<file path="config.mk">
export PLATFORM = sky130hd
export DESIGN_NAME = pfal_scale
export DESIGN_NICKNAME = d
export VERILOG_FILES = /design/src/hw/rtl/pfal_pkg.sv /design/src/hw/rtl/pfal_scale.sv
export SDC_FILE = /design/constraint.sdc
export NUM_CORES = 2
export LEC_CHECK = 0
export ABC_AREA = 1
export BUFFER_PORTS_ARGS = -buffer_cell sky130_fd_sc_hd__buf_4
export CORE_MARGIN = 5
export CORE_UTILIZATION = 40
export DETAILED_ROUTE_END_ITERATION = 7
export HOLD_SLACK_MARGIN = 0.08
export PLACE_DENSITY = 0.61
export SYNTH_ARGS = -nofsm -noshare
export SYNTH_HDL_FRONTEND = slang
export SYNTH_SLANG_ARGS = --single-unit
</file>
<file path="constraint.sdc">
create_clock -name i_clk -period 13.2 [get_ports i_clk]
set_clock_uncertainty 0.1 [all_clocks]
set_input_delay 2.64 -clock i_clk [delete_from_list [all_inputs] [get_ports i_clk]]
set_output_delay 2.64 -clock i_clk [all_outputs]
set_load 0.01 [all_outputs]
</file>
<file path="src/hw/rtl/pfal_pkg.sv">
// ---------------------------------------------------------------------------
// pfal_pkg
// Types and constants shared by the platoon following acceleration law block.
// ---------------------------------------------------------------------------
`timescale 1ns / 1ps
`default_nettype none

package pfal_pkg;

    localparam int CFG_IDX_W  = 3;
    localparam int CFG_DATA_W = 16;

    localparam logic [CFG_IDX_W-1:0] CFG_IDX_DESIRED_GAP = 3'd0;
    localparam logic [CFG_IDX_W-1:0] CFG_IDX_ACCEL_LIMIT = 3'd1;
    localparam logic [CFG_IDX_W-1:0] CFG_IDX_DECEL_LIMIT = 3'd2;
    localparam logic [CFG_IDX_W-1:0] CFG_IDX_GAIN_ACCEL  = 3'd3;
    localparam logic [CFG_IDX_W-1:0] CFG_IDX_GAIN_SPEED  = 3'd4;
    localparam logic [CFG_IDX_W-1:0] CFG_IDX_GAIN_GAP    = 3'd5;

    typedef struct packed {
        logic [11:0] leader_speed_code;
        logic [11:0] follower_speed_code;
        logic [8:0]  leader_accel_code;
        logic [15:0] gap_cm;
        logic [13:0] leader_brake_code;
        logic [13:0] leader_throttle_code;
    } t_in_item;

    typedef struct packed {
        logic [8:0] accel_command_code;
        logic       limited;
    } t_out_item;

    typedef struct packed {
        logic [15:0]        desired_gap_cm;
        logic signed [14:0] accel_limit_milli;
        logic signed [14:0] decel_limit_milli;
        logic [15:0]        gain_leader_accel;
        logic [15:0]        gain_speed_diff;
        logic [15:0]        gain_gap_error;
    } t_cfg;

    localparam t_cfg CFG_RESET = '{
        desired_gap_cm:    16'd1500,
        accel_limit_milli: 15'sd1500,
        decel_limit_milli: -15'sd5000,
        gain_leader_accel: 16'd6554,
        gain_speed_diff:   16'd3277,
        gain_gap_error:    16'd3277
    };

    typedef enum logic [1:0] {
        FF_NONE,
        FF_SUB,
        FF_ADD
    } t_ff_op;

    // Products of the gains with the differences, plus the pedal term.
    typedef struct packed {
        logic signed [26:0] pa;
        logic signed [29:0] pv;
        logic signed [33:0] pd;
        logic               inner;
        t_ff_op             ff_op;
        logic [28:0]        ffq;
    } t_front;

    typedef struct packed {
        logic signed [29:0] acc0;
        logic [19:0]        ff;
        t_ff_op             ff_op;
    } t_scale;

    localparam logic signed [9:0]  ACCEL_CODE_OFFSET = 10'sd150;
    localparam logic signed [16:0] BAND_HI_CM        = 17'sd1000;
    localparam logic signed [16:0] BAND_LO_CM        = -17'sd500;

    localparam logic [13:0] BRAKE_ON   = 14'd20;
    localparam logic [13:0] PEDAL_KNEE = 14'd1000;
    localparam logic [13:0] BRAKE_FULL = 14'd5000;

    localparam logic [15:0] BRAKE_CURVE_OFS = 16'd15000;
    localparam logic [15:0] BRAKE_LIN_MUL   = 16'd25000;
    localparam logic [15:0] THROTTLE_OFS    = 16'd10000;

    // ceil(2^36 / 25)
    localparam logic [31:0] DIV25_RECIP = 32'd2748779070;
    // ceil(2^69 / 10^9), split in two 20-bit halves
    localparam logic [19:0] FF_RECIP_HI = 20'd562949;
    localparam logic [19:0] FF_RECIP_LO = 20'd999735;
    // ceil(2^22 / 100)
    localparam logic [31:0] DIV100_RECIP = 32'd41944;

    localparam logic signed [35:0] ACC_OFFSET_Q = 36'sd983040;
    localparam logic signed [15:0] MILLI_OFFSET = 16'sd15000;
    localparam logic [8:0]         CODE_MAX     = 9'd300;

endpackage

`default_nettype wire

</file>
<file path="src/hw/rtl/pfal_scale.sv">
// ---------------------------------------------------------------------------
// pfal_scale
// Stages two to four: band-weighted sum, floor division by 100 through a
// reciprocal, demand scaling and pedal feedforward in Q15.16.
// ---------------------------------------------------------------------------
`timescale 1ns / 1ps
`default_nettype none

module pfal_scale (
    input  logic             i_clk,
    input  logic             i_rst_n,
    input  logic             i_vld,
    output logic             o_rdy,
    input  pfal_pkg::t_front i_front,
    output logic             o_vld,
    input  logic             i_rdy,
    output pfal_pkg::t_scale o_scale
);
    import pfal_pkg::*;

    logic        r_s2_vld;
    logic [31:0] r_s2_y;
    logic        r_s2_neg;
    logic [30:0] r_s2_yff;
    t_ff_op      r_s2_op;

    logic        r_s3_vld;
    logic [26:0] r_s3_q;
    logic        r_s3_neg;
    logic [50:0] r_s3_pl;
    logic [50:0] r_s3_ph;
    t_ff_op      r_s3_op;

    logic        r_s4_vld;
    t_scale      r_s4;

    logic               w_rdy2;
    logic               w_rdy3;
    logic               w_rdy4;

    logic signed [30:0] n_s;
    logic signed [34:0] n_s35;
    logic signed [34:0] n_pd35;
    logic signed [34:0] n_n;
    logic               n_neg;
    logic [34:0]        n_u;
    logic [30:0]        n_yff;
    logic [63:0]        n_prod;
    logic [50:0]        n_pl;
    logic [50:0]        n_ph;
    logic [70:0]        n_ffsum;
    logic signed [27:0] n_base;
    t_scale             n_s4;

    assign w_rdy4 = !r_s4_vld || i_rdy;
    assign w_rdy3 = !r_s3_vld || w_rdy4;
    assign w_rdy2 = !r_s2_vld || w_rdy3;

    // stage 2: weighted sum, fold sign for the unsigned divide
    always_comb begin
        n_s    = 31'(i_front.pa) + 31'(i_front.pv);
        n_s35  = 35'(n_s);
        n_pd35 = 35'(i_front.pd);
        if (i_front.inner) begin
            n_n = (n_s35 <<< 3) + (n_s35 <<< 1) + n_pd35;
        end else begin
            n_n = (n_s35 <<< 2) + n_s35 + (n_pd35 <<< 1);
        end
        n_neg = n_n[34];
        n_u   = n_n ^ {35{n_neg}};
        n_yff = {2'b0, i_front.ffq} + {1'b0, i_front.ffq, 1'b0};
    end

    // stage 3: reciprocal multiplies
    always_comb begin
        n_prod = {32'b0, r_s2_y} * {32'b0, DIV25_RECIP};
        n_pl   = {20'b0, r_s2_yff} * {31'b0, FF_RECIP_LO};
        n_ph   = {20'b0, r_s2_yff} * {31'b0, FF_RECIP_HI};
    end

    // stage 4: restore sign, scale negative demand, finish feedforward
    always_comb begin
        n_ffsum   = {r_s3_ph, 20'b0} + {20'b0, r_s3_pl};
        n_base    = r_s3_neg ? ~$signed({1'b0, r_s3_q}) : $signed({1'b0, r_s3_q});
        n_s4.acc0 = n_base[27] ? {n_base, 2'b00} : 30'(n_base);
        n_s4.ff   = n_ffsum[70:51];
        n_s4.ff_op = r_s3_op;
    end

    always_ff @(posedge i_clk) begin
        if (!i_rst_n) begin
            r_s2_vld <= 1'b0;
            r_s3_vld <= 1'b0;
            r_s4_vld <= 1'b0;
        end else begin
            if (w_rdy2) begin
                r_s2_vld <= i_vld;
            end
            if (w_rdy3) begin
                r_s3_vld <= r_s2_vld;
            end
            if (w_rdy4) begin
                r_s4_vld <= r_s3_vld;
            end
        end
    end

    always_ff @(posedge i_clk) begin
        if (w_rdy2) begin
            r_s2_y   <= n_u[33:2];
            r_s2_neg <= n_neg;
            r_s2_yff <= n_yff;
            r_s2_op  <= i_front.ff_op;
        end
        if (w_rdy3) begin
            r_s3_q   <= n_prod[62:36];
            r_s3_neg <= r_s2_neg;
            r_s3_pl  <= n_pl;
            r_s3_ph  <= n_ph;
            r_s3_op  <= r_s2_op;
        end
        if (w_rdy4) begin
            r_s4 <= n_s4;
        end
    end

    assign o_rdy   = w_rdy2;
    assign o_vld   = r_s4_vld;
    assign o_scale = r_s4;

endmodule

`default_nettype wire

</file>
==> flow_summary_export.csv <==
group,metric,value,unit
floorplanning,coreArea,139000,µm²
synthesis,synth_area,55800,µm²
synthesis,synth_area_per_cell,8.75,µm²
grt,grt-ovfl-total,0,
synthesis,synth_ff_type,"edfxtp_1",
finish,final_nets,8542,
clock_network,cts_buffers,30,
synthesis,yosysWarnings,0,
floorplanning,initial_core_util,40.1,%
floorplanning,die_y,383,µm
finish,drive_gt1_share,5.28,%
routing,ant_nets,0,
synthesis,yosysTopAreaCellShare,29.3,%
clock_network,cts.sinks,233,
routing,drt_pass1_iterations,6,
synthesis,ys_types,55,
grt,grt_max_degree,82,
synthesis,ys_ff_latch,233,
synthesis,yosys.area.top_type,"fa_1",
sta,tns,0,ns
clock_network,cts_resized,0,
grt,antenna_found_initial,1,
clock_network,clk_latency,0.62,ns
sta,min_period,8.32,ns
grt,track_usage,22.9,%
clock_network,clockBufferDepth,3,
grt,grt_pass1_vias,45300,
synthesis,syn_nets,8331,
routing,met3_length,8780,µm
routing,first_iter_violations,2925,
worst_hold_path,hold_class,"flop to flop",
finish,mostFrequentLayoutCells,"inv_1 (1742), ha_1 (1017), fa_1 (815)",
critical_path,crit_type,"primary input to flop",
finish,layout-area-overhead-vs-synth,8.37,%
finish,fillers,13800,
clock_network,htreeDepth,1,
place,place.gp.congestion,0.951,
critical_path,cp.required,13.55,ns
sta,max_clock_freq,0.120,GHz
routing,wl_met1,79200,µm
sta,rsz0062_at_grt,"no",
place,dp_hpwl,148000,µm
grt,grt_pass1_wl,262000,µm
sta,relSlewSlack,26.5,%
synthesis,async_reset_ff_share,0,%
finish,num_antenna_cells,0,
routing,wl_met2,76700,µm
routing,dr.max_layer_used,"met4",
synthesis,synth_area_leaders,"fa_1 (29%), ha_1 (23%), edfxtp_1 (12%), inv_1 (12%), nand2_1 (4.8%)",
finish,final_common_cell,"inv_1",
floorplanning,std_cell_rows,137,
routing,drc,0,
synthesis,synth_edf_count,230,
clock_network,post_cts_buffers,0,
sta,setup_violations,0,
clock_network,ctsHoldBuffers,0,
floorplanning,dieArea,147000,µm²
outcome,status,"complete, no violations",
critical_path,endpoint_kind,"flop",
sta,maxSlewViolCount,0,
sta,tightest_slew,1.10,ns
critical_path,critPathLaunchType,"primary input",
floorplanning,die_w,383,µm
floorplanning,num_io_pins,181,
clock_network,cts_root_buf,"clkbuf_16",
clock_network,cts_tree,"done",
sta,hold_viol_final,0,
flow_run,maxCapViolCount,0,
routing,wire_per_inst,19.8,µm
synthesis,ys_seq_area_share,12.5,%
place,portBuffers,180,
routing,via_per_inst,5.08,
synthesis,syn_inst,6372,
routing,routed_wl,168000,µm
critical_path,arrival,8.67,ns
sta,period_share,63.0,%
critical_path,crit_fanout,33,
routing,vias,43100,
clock_network,path_clk_slew,0.06,ns
## synthesized netlist by cell type, types with 3 or more instances
master / number
fa_1: 815
o31ai_1: 3
xor2_1: 125
o211ai_1: 20
a21o_1: 39
nor2_1: 368
o21ai_0: 241
and3_1: 8
inv_1: 1743
nand3_2: 3
nand2_2: 34
nor3_1: 43
or2_2: 5
inv_2: 6
nand3_1: 172
nand4_1: 28
a32oi_1: 6
dfxtp_1: 3
o21bai_1: 32
buf_2: 3
o21a_1: 25
o2111ai_1: 4
xnor2_1: 67
o221ai_1: 10
edfxtp_1: 230
clkbuf_1: 11
a31oi_1: 79
buf_12: 3
a31o_2: 4
nor4_1: 30
o31a_1: 3
a21oi_1: 382
nand2_1: 720
a21oi_2: 3
ha_1: 1017
a21boi_0: 10
buf_4: 4
o21ai_1: 14
a211oi_1: 8
nand2_4: 30
nand3_4: 3
## area by class of cell
class	count	area (µm²)	area share [%]
Tap cell	1876	2350	3.88
Clock inverter	19	151	0.250
Multi-Input combinational cell	4368	42100	69.7
Inverter	1750	6570	10.9
Timing Repair Buffer	200	1500	2.48
Sequential cell	233	6970	11.5
Clock buffer	35	800	1.32
## path summary, 6_finish.rpt
check | slack (ns) | to | start | cells after the start
setup / recovery | 4.88 | r_s2_y[1]$_DFFE_PP_ | i_front[66] | 26
hold / removal | 0.32 | o_scale[0]$_DFFE_PP_ | r_s3_op[0]$_DFFE_PP_ | 0
setup reg to reg | 5.64 | r_s3_q[18]$_DFFE_PP_ | r_s2_y[11]$_DFFE_PP_ | 22
hold reg to reg | 0.32 | o_scale[0]$_DFFE_PP_ | r_s3_op[0]$_DFFE_PP_ | 0
## routing by layer
layer / vias up / GRT usage [%]
met5: - / 0
met1: 21300 / 33.1
met4: 0 / 3.91
met3: 165 / 2.46
met2: 1070 / 37.8
li1: 20600 / -
## worst max-delay path: stages
cell,delay (ns)
buf_4,0.11
ha_1,0.21
fa_1,0.40
nand2_1,0.09
nand3_1,0.09
nand3_1,0.08
nand2_1,0.11
a21oi_1,0.24
o21ai_0,0.18
a21oi_1,0.28
o21ai_0,0.18
a21oi_1,0.18
xor2_1,0.65
fa_1,0.54
inv_1,0.07
ha_1,0.27
nand2_1,0.19
o21ai_0,0.12
a21oi_1,0.20
o21ai_0,0.10
a31oi_1,0.41
nand3b_2,0.24
nand3_4,0.33
nand2_8,0.55
nand2_1,0.10
nand2_1,0.10
## registers in the layout, summed over array words and instances, names as in the netlist
register,flops
r_s3_neg,1
r_s3_q,27
r_s2_op,2
r_s2_yff,31
r_s2_vld,1
r_s3_op,2
o_scale,52
r_s2_y,32
r_s2_neg,1
r_s3_pl,32
o_vld,1
r_s3_ph,50
r_s3_vld,1
## metrics by stage
stage / cells / setup slack (ns) / area [µm²] / hold slack, ns / util, %
after floorplan: 6372 / 4.91 / 55800 / 0.300 / -
after global placement: 8427 / 4.38 / 59500 / 0.304 / 42.8
after detailed placement: 8427 / 4.24 / 59500 / 0.310 / 42.8
after CTS: 8481 / 4.88 / 60400 / 0.325 / 43.5
after global routing: 8481 / 4.39 / 60400 / 0.325 / 43.5
final: 8481 / 4.88 / 60400 / 0.322 / 43.5
## kinds of logic (layout without fill, tap and decap cells)
kind of cell,after synthesis,in the layout,share of synthesized area (%)
buffers and inverters,1771,2004,12.0
adder cells (fa/ha/maj),1832,1832,52.1
AND/OR/NAND/NOR,1453,1453,11.3
XOR/XNOR,192,192,3.02
flip-flops,233,233,12.5
AO/OA/AOI/OAI,891,891,9.05
Power is not shown: default switching activity piles up to over one toggle a cycle in this logic, so the estimate is an artifact.
