**config.mk**
```make
export PLATFORM = sky130hd
export DESIGN_NAME = pfal_limit
export DESIGN_NICKNAME = d
export VERILOG_FILES = /design/src/hw/rtl/pfal_pkg.sv /design/src/hw/rtl/pfal_limit.sv
export SDC_FILE = /design/constraint.sdc
export NUM_CORES = 1
export LEC_CHECK = 0
export BUFFER_PORTS_ARGS = -buffer_cell sky130_fd_sc_hd__buf_2
export CAP_MARGIN = 30
export CORE_ASPECT_RATIO = 1.75
export CORE_MARGIN = 5
export CORE_UTILIZATION = 60
export CTS_BUF_LIST = sky130_fd_sc_hd__clkbuf_8
export DETAILED_ROUTE_END_ITERATION = 10
export GPL_ROUTABILITY_DRIVEN = 0
export PLACE_DENSITY = 0.81
export SYNTH_ARGS = -nofsm -noshare
export SYNTH_HDL_FRONTEND = slang
export SYNTH_SLANG_ARGS = --single-unit
```
**constraint.sdc**
```tcl
create_clock -name i_clk -period 29 [get_ports i_clk]
set_input_delay 8.7 -clock i_clk [delete_from_list [all_inputs] [get_ports i_clk]]
set_output_delay 8.7 -clock i_clk [all_outputs]
set_load 0.05 [all_outputs]
```
**src/hw/rtl/pfal_pkg.sv**
```systemverilog
// ---------------------------------------------------------------------------
// pfal_pkg
// Types and constants shared by the platoon following acceleration law block.
// ---------------------------------------------------------------------------
`timescale 1ns / 1ps
`default_nettype none

package pfal_pkg;

    localparam int CFG_IDX_W  = 3;
    localparam int CFG_DATA_W = 16;

    localparam logic [CFG_IDX_W-1:0] CFG_IDX_DESIRED_GAP = 3'd0;
    localparam logic [CFG_IDX_W-1:0] CFG_IDX_ACCEL_LIMIT = 3'd1;
    localparam logic [CFG_IDX_W-1:0] CFG_IDX_DECEL_LIMIT = 3'd2;
    localparam logic [CFG_IDX_W-1:0] CFG_IDX_GAIN_ACCEL  = 3'd3;
    localparam logic [CFG_IDX_W-1:0] CFG_IDX_GAIN_SPEED  = 3'd4;
    localparam logic [CFG_IDX_W-1:0] CFG_IDX_GAIN_GAP    = 3'd5;

    typedef struct packed {
        logic [11:0] leader_speed_code;
        logic [11:0] follower_speed_code;
        logic [8:0]  leader_accel_code;
        logic [15:0] gap_cm;
        logic [13:0] leader_brake_code;
        logic [13:0] leader_throttle_code;
    } t_in_item;

    typedef struct packed {
        logic [8:0] accel_command_code;
        logic       limited;
    } t_out_item;

    typedef struct packed {
        logic [15:0]        desired_gap_cm;
        logic signed [14:0] accel_limit_milli;
        logic signed [14:0] decel_limit_milli;
        logic [15:0]        gain_leader_accel;
        logic [15:0]        gain_speed_diff;
        logic [15:0]        gain_gap_error;
    } t_cfg;

    localparam t_cfg CFG_RESET = '{
        desired_gap_cm:    16'd1500,
        accel_limit_milli: 15'sd1500,
        decel_limit_milli: -15'sd5000,
        gain_leader_accel: 16'd6554,
        gain_speed_diff:   16'd3277,
        gain_gap_error:    16'd3277
    };

    typedef enum logic [1:0] {
        FF_NONE,
        FF_SUB,
        FF_ADD
    } t_ff_op;

    // Products of the gains with the differences, plus the pedal term.
    typedef struct packed {
        logic signed [26:0] pa;
        logic signed [29:0] pv;
        logic signed [33:0] pd;
        logic               inner;
        t_ff_op             ff_op;
        logic [28:0]        ffq;
    } t_front;

    typedef struct packed {
        logic signed [29:0] acc0;
        logic [19:0]        ff;
        t_ff_op             ff_op;
    } t_scale;

    localparam logic signed [9:0]  ACCEL_CODE_OFFSET = 10'sd150;
    localparam logic signed [16:0] BAND_HI_CM        = 17'sd1000;
    localparam logic signed [16:0] BAND_LO_CM        = -17'sd500;

    localparam logic [13:0] BRAKE_ON   = 14'd20;
    localparam logic [13:0] PEDAL_KNEE = 14'd1000;
    localparam logic [13:0] BRAKE_FULL = 14'd5000;

    localparam logic [15:0] BRAKE_CURVE_OFS = 16'd15000;
    localparam logic [15:0] BRAKE_LIN_MUL   = 16'd25000;
    localparam logic [15:0] THROTTLE_OFS    = 16'd10000;

    // ceil(2^36 / 25)
    localparam logic [31:0] DIV25_RECIP = 32'd2748779070;
    // ceil(2^69 / 10^9), split in two 20-bit halves
    localparam logic [19:0] FF_RECIP_HI = 20'd562949;
    localparam logic [19:0] FF_RECIP_LO = 20'd999735;
    // ceil(2^22 / 100)
    localparam logic [31:0] DIV100_RECIP = 32'd41944;

    localparam logic signed [35:0] ACC_OFFSET_Q = 36'sd983040;
    localparam logic signed [15:0] MILLI_OFFSET = 16'sd15000;
    localparam logic [8:0]         CODE_MAX     = 9'd300;

endpackage

`default_nettype wire

```
**src/hw/rtl/pfal_limit.sv**
```systemverilog
// ---------------------------------------------------------------------------
// pfal_limit
// Stages five and six: apply feedforward, clamp against the limits and
// encode the command; stage six is the output register.
// ---------------------------------------------------------------------------
`timescale 1ns / 1ps
`default_nettype none

module pfal_limit (
    input  logic                i_clk,
    input  logic                i_rst_n,
    input  pfal_pkg::t_cfg      i_cfg,
    input  logic                i_vld,
    output logic                o_rdy,
    input  pfal_pkg::t_scale    i_scale,
    output logic                o_vld,
    input  logic                i_rdy,
    output pfal_pkg::t_out_item o_item
);
    import pfal_pkg::*;

    function automatic logic [8:0] milli_to_code(input logic signed [14:0] milli);
        logic signed [15:0] ofs;
        logic [31:0]        prod;
        logic [9:0]         q;
        ofs  = 16'(milli) + MILLI_OFFSET;
        prod = {17'b0, ofs[14:0]} * DIV100_RECIP;
        q    = prod[31:22];
        if (ofs[15]) begin
            milli_to_code = '0;
        end else if (q > {1'b0, CODE_MAX}) begin
            milli_to_code = CODE_MAX;
        end else begin
            milli_to_code = q[8:0];
        end
    endfunction

    logic               r_s5_vld;
    logic signed [31:0] r_s5_acc;
    logic               r_s6_vld;
    t_out_item          r_s6_item;

    logic               w_rdy5;
    logic               w_rdy6;
    logic signed [31:0] n_acc;
    logic signed [31:0] n_ff;
    logic signed [39:0] n_a125;
    logic signed [39:0] n_hi;
    logic signed [39:0] n_lo;
    logic signed [35:0] n_ofs;
    logic signed [35:0] n_t;
    logic [19:0]        n_tq;
    logic [8:0]         n_code_q;
    t_out_item          n_item;

    assign w_rdy6 = !r_s6_vld || i_rdy;
    assign w_rdy5 = !r_s5_vld || w_rdy6;

    always_comb begin
        n_ff = $signed({12'b0, i_scale.ff});
        unique case (i_scale.ff_op)
            FF_ADD:  n_acc = 32'(i_scale.acc0) + n_ff;
            FF_SUB:  n_acc = 32'(i_scale.acc0) - n_ff;
            default: n_acc = 32'(i_scale.acc0);
        endcase
    end

    always_comb begin
        n_a125 = (40'(r_s5_acc) <<< 7) - (40'(r_s5_acc) <<< 1) - 40'(r_s5_acc);
        n_hi   = 40'(i_cfg.accel_limit_milli) <<< 13;
        n_lo   = 40'(i_cfg.decel_limit_milli) <<< 13;
        n_ofs  = 36'(r_s5_acc) + ACC_OFFSET_Q;
        n_t    = (n_ofs <<< 3) + (n_ofs <<< 1);
        n_tq   = n_t[35:16];
        if (n_t[35]) begin
            n_code_q = '0;
        end else if (n_tq > {11'b0, CODE_MAX}) begin
            n_code_q = CODE_MAX;
        end else begin
            n_code_q = n_tq[8:0];
        end

        priority if (n_a125 > n_hi) begin
            n_item.accel_command_code = milli_to_code(i_cfg.accel_limit_milli);
            n_item.limited            = 1'b1;
        end else if (n_a125 < n_lo) begin
            n_item.accel_command_code = milli_to_code(i_cfg.decel_limit_milli);
            n_item.limited            = 1'b1;
        end else begin
            n_item.accel_command_code = n_code_q;
            n_item.limited            = 1'b0;
        end
    end

    always_ff @(posedge i_clk) begin
        if (!i_rst_n) begin
            r_s5_vld <= 1'b0;
            r_s6_vld <= 1'b0;
        end else begin
            if (w_rdy5) begin
                r_s5_vld <= i_vld;
            end
            if (w_rdy6) begin
                r_s6_vld <= r_s5_vld;
            end
        end
    end

    always_ff @(posedge i_clk) begin
        if (w_rdy5) begin
            r_s5_acc <= n_acc;
        end
        if (w_rdy6) begin
            r_s6_item <= n_item;
        end
    end

    assign o_rdy  = w_rdy5;
    assign o_vld  = r_s6_vld;
    assign o_item = r_s6_item;

endmodule

`default_nettype wire

```
==> key figures <==
Setup path
  – Req. time, crit path: 20300 ps
  – Data arrival, critical path: between 9000 and 10000 ps
  – Kind of cell with the highest combined delay on the critical path: buffers and inverters
  – Critical path launch point type: input port
  – Worst R2R Setup Slack: approximately 21000 ps
  – Slowest cell delay on critical path: approximately 270 ps
  – Critical Path Sink Type: output pin
  – Most frequent CP cell: sky130_fd_sc_hd__buf_2
  – Cell count of the worst reg-to-reg path: 26
  – Reg-to-reg startpoint: r_s5_acc[2]
  – Worst reg2reg endpoint: o_item[1]
  – Worst-path cell with the longest stage delay: sky130_fd_sc_hd__buf_2
  – Buf/Inv on CP: 3
  – Critical path start-end classification: in2out
  – CP Max Fanout: 32
  – Series of cell instances along the critical path: buf_2 > nor2b_1 > nand2_1 > buf_4 > buf_2

Floorplan
  – Standard-cell row count: between 80 and 90
  – Horizontal die dimension: around 140 µm
  – Initial core utilization: between 60% and 70%
  – Height of the chip: 232 µm
  – Area of the die: ~32000 µm²
  – Area of the core: about 28000 µm²
  – Top-level port count: roughly 160

STA
  – Final worst path period share: between 60% and 70%
  – Unrepaired setup endpoints after global routing: false
  – Maximum clock frequency: roughly 54 MHz
  – Total count of max-transition violations in the final report: 0
  – Number of hold-slack violations in the final timing report: 0
  – Slew at the pin closest to its max-slew limit: around 1000 ps
  – Minimum period implied by the final worst setup slack: about 18000 ps
  – Normalized max-slew margin: between 30 and 40%
  – Setup-violating endpoint count in the final report: 0
  – Clock tree skew after final layout: roughly 7.6 ps
  – Aggregate negative setup slack: 0 ps

Synth
  – Fraction of the yosys area taken by sequential cells: under 10%
  – Net count after synthesis: between 2k and 3k
  – Number of enable flip-flop cells after synthesis: slightly above 40
  – Post-synthesis async set-or-reset flop share: 0%
  – Count of mapped cells out of synthesis: between 1.5k and 2k
  – Count of synthesis-stage warnings from yosys: 0
  – Number of synthesized register bits: between 40 and 50
  – Count of cell types in the netlist: 72
  – Most instantiated flip-flop cell in the synthesis netlist: sky130_fd_sc_hd__edfxtp_1
  – Post-synth design cell area: about 17000 µm²
  – Synthesized area per cell: about 8.5 µm²

Hold path
  – Min-Delay Endpoint: o_vld
  – Worst min-delay path startpoint: r_s5_vld
  – Path class of the lowest-slack min-delay path: reg2reg
  – Number of cells on the worst hold path: 1

GRT
  – Overall overflow remaining after global route: 0
  – Global-route wire length before repair: 68300 µm
  – GRT Total Usage: 26.3%
  – Number of global-route vias before repair: ~15k
  – Antenna violations before repair: 0
  – Largest net degree at the start of global routing: 60

CTS
  – Cts-stage hold buffer count: 0
  – Reg clk slew, reported paths: roughly 70 ps
  – CTS Root Buffer Type: sky130_fd_sc_hd__clkbuf_8
  – Clock Tree Buf Depth: 2
  – Clock insertion delay at the later pin of the skew report: ~300 ps
  – CTS H-Tree Depth: 2
  – Clock sink count: 43
  – Total clock buffers created by CTS: 5
  – Post-CTS Resized: 0
  – TritonCTS clock tree: done
  – Post-CTS setup repair buffer count: 0

Route
  – Number of DRC markers after the initial detailed-route iteration: 562
  – Wire length reported by the detailed router: around 40000 µm
  – Vias: approximately 14k
  – WL/cell: about 17 µm
  – Drc violations: 0
  – Post-route ant nets: 0
  – Via density per instance: a little under 6
  – Detailed Routing Iterations Pass 1: 5

Placed design
  – Placed instance count: ~2.4k
  – HPWL reported at the end of detailed placement: between 30000 and 40000 µm
  – Quantity of I/O buffers inserted on ports: 97

Finish
  – Number of nets in the final layout: around 2.7k
  – Sequential cell area: around 1300 µm²
  – Growth of design area from synthesis to finish: 5.91%
  – Total area of multi-input combinational cells: about 14000 µm²
  – Most common library cell in the layout ignoring fill and taps: sky130_fd_sc_hd__ha_1
  – Finished Layout Cells: ~2.4k
  – Proportion of layout cells with a drive suffix above 1: ~5.9%
  – Antenna diode count: 0
  – Fill cell count: ~2.4k
  – Top library cells by usage in the layout, fill and taps aside: 375 x sky130_fd_sc_hd__ha_1, 358 x sky130_fd_sc_hd__inv_1, 154 x sky130_fd_sc_hd__fa_1

Run
  – Max capacitance violation total: 0

Run status
  – Result of the run: finished clean
-- worst max-delay path by stage --
stage | slack [ps] | startpoint | cells past startpoint | end
finish | 10640 | i_rdy | 5 | o_rdy
global route | 10590 | i_rdy | 5 | o_rdy
CTS | 10640 | i_rdy | 5 | o_rdy
detailed placement | 10640 | i_rdy | 5 | o_rdy
global placement | 10690 | i_rdy | 5 | o_rdy
floorplan | 10550 | i_rdy | 2 | o_rdy
-- worst register-to-register path: stages (launching register included) --
cell and delay, ps:
sky130_fd_sc_hd__edfxtp_1 490, sky130_fd_sc_hd__inv_1 100, sky130_fd_sc_hd__ha_1 300, sky130_fd_sc_hd__ha_1 360, sky130_fd_sc_hd__nor4bb_1 370, sky130_fd_sc_hd__o211ai_1 190
sky130_fd_sc_hd__a21oi_1 290, sky130_fd_sc_hd__o21ai_0 230, sky130_fd_sc_hd__a2111oi_0 790, sky130_fd_sc_hd__o21a_1 250, sky130_fd_sc_hd__o21a_1 130, sky130_fd_sc_hd__o21ai_0 120
sky130_fd_sc_hd__a211oi_1 330, sky130_fd_sc_hd__a211o_1 220, sky130_fd_sc_hd__a21oi_1 100, sky130_fd_sc_hd__ha_1 310, sky130_fd_sc_hd__nand4_1 120, sky130_fd_sc_hd__nor3_1 300
sky130_fd_sc_hd__nand3_1 260, sky130_fd_sc_hd__nor4_1 560, sky130_fd_sc_hd__o311ai_0 310, sky130_fd_sc_hd__o31ai_1 430, sky130_fd_sc_hd__buf_2 280, sky130_fd_sc_hd__nand3b_1 250
sky130_fd_sc_hd__nor2_1 320, sky130_fd_sc_hd__o21ai_0 200, sky130_fd_sc_hd__o211ai_1 160
-- stage by stage --
step	hold WS, ps	worst slack [ps]	area [µm²]	util (%)
2_1_floorplan	463	10550	16900	-
3_3_place_gp	472	10690	17800	63.9
3_5_place_dp	498	10640	17800	63.9
4_1_cts	516	10640	17900	64.2
5_1_grt	557	10590	17900	64.2
6_report	518	10640	17900	64.2
-- Yosys cell counts, drive strengths merged, types with 8 or more instances --
library cell / number / share of area, %
nand3: 42 / 1.2
o21ai: 101 / 3.0
nor2b: 18 / 0.67
a31oi: 17 / 0.63
a211o: 11 / 0.57
mux2i: 9 / 0.53
xnor2: 105 / 5.4
inv: 357 / 7.9
a211oi: 17 / 0.76
nor2: 94 / 2.1
and2: 12 / 0.44
nor3: 37 / 1.1
o31ai: 9 / 0.40
fa: 154 / 18
nand4: 21 / 0.81
edfxtp: 41 / 7.3
o211ai: 12 / 0.53
and3: 16 / 0.59
or3: 8 / 0.30
o21a: 27 / 1.2
clkbuf: 16 / 0.36
ha: 375 / 28
a21o: 55 / 2.4
a21oi: 121 / 3.6
nand2: 113 / 2.5
nand2b: 25 / 0.93
xor2: 45 / 2.3
-- cells by family after synthesis --
logic type,count (synthesis),share of synthesized area (%)
adder cells (fa/ha/maj),529,46.0
AO/OA/AOI/OAI,450,17.4
AND/OR/NAND/NOR,421,12.3
buffers and inverters,375,8.33
XOR/XNOR,150,7.77
flip-flops,43,7.52
multiplexers,11,0.666
-- area by class of cell --
class | count | share of cell area, %
inverters | 357 | 7.49
clock buffers | 5 | 0.384
flip-flops and latches | 43 | 7.10
clock inverters | 3 | 0.0629
repair buffers | 102 | 2.91
well taps | 373 | 2.61
multi-input cells | 1561 | 79.5
-- registers in the layout, indices dropped and copies added, names as in the netlist --
name and cells:
r_s5_vld 1, r_s5_acc 31, o_item 10, o_vld 1
-- per-layer routing --
layer,wire length [µm],GRT usage [%]
met3,1150,2.08
met2,22400,51.1
met1,14100,25.0
met5,0,0
met4,3480,19.4
Power is not shown: default switching activity piles up to over one toggle a cycle in this logic, so the estimate is an artifact.
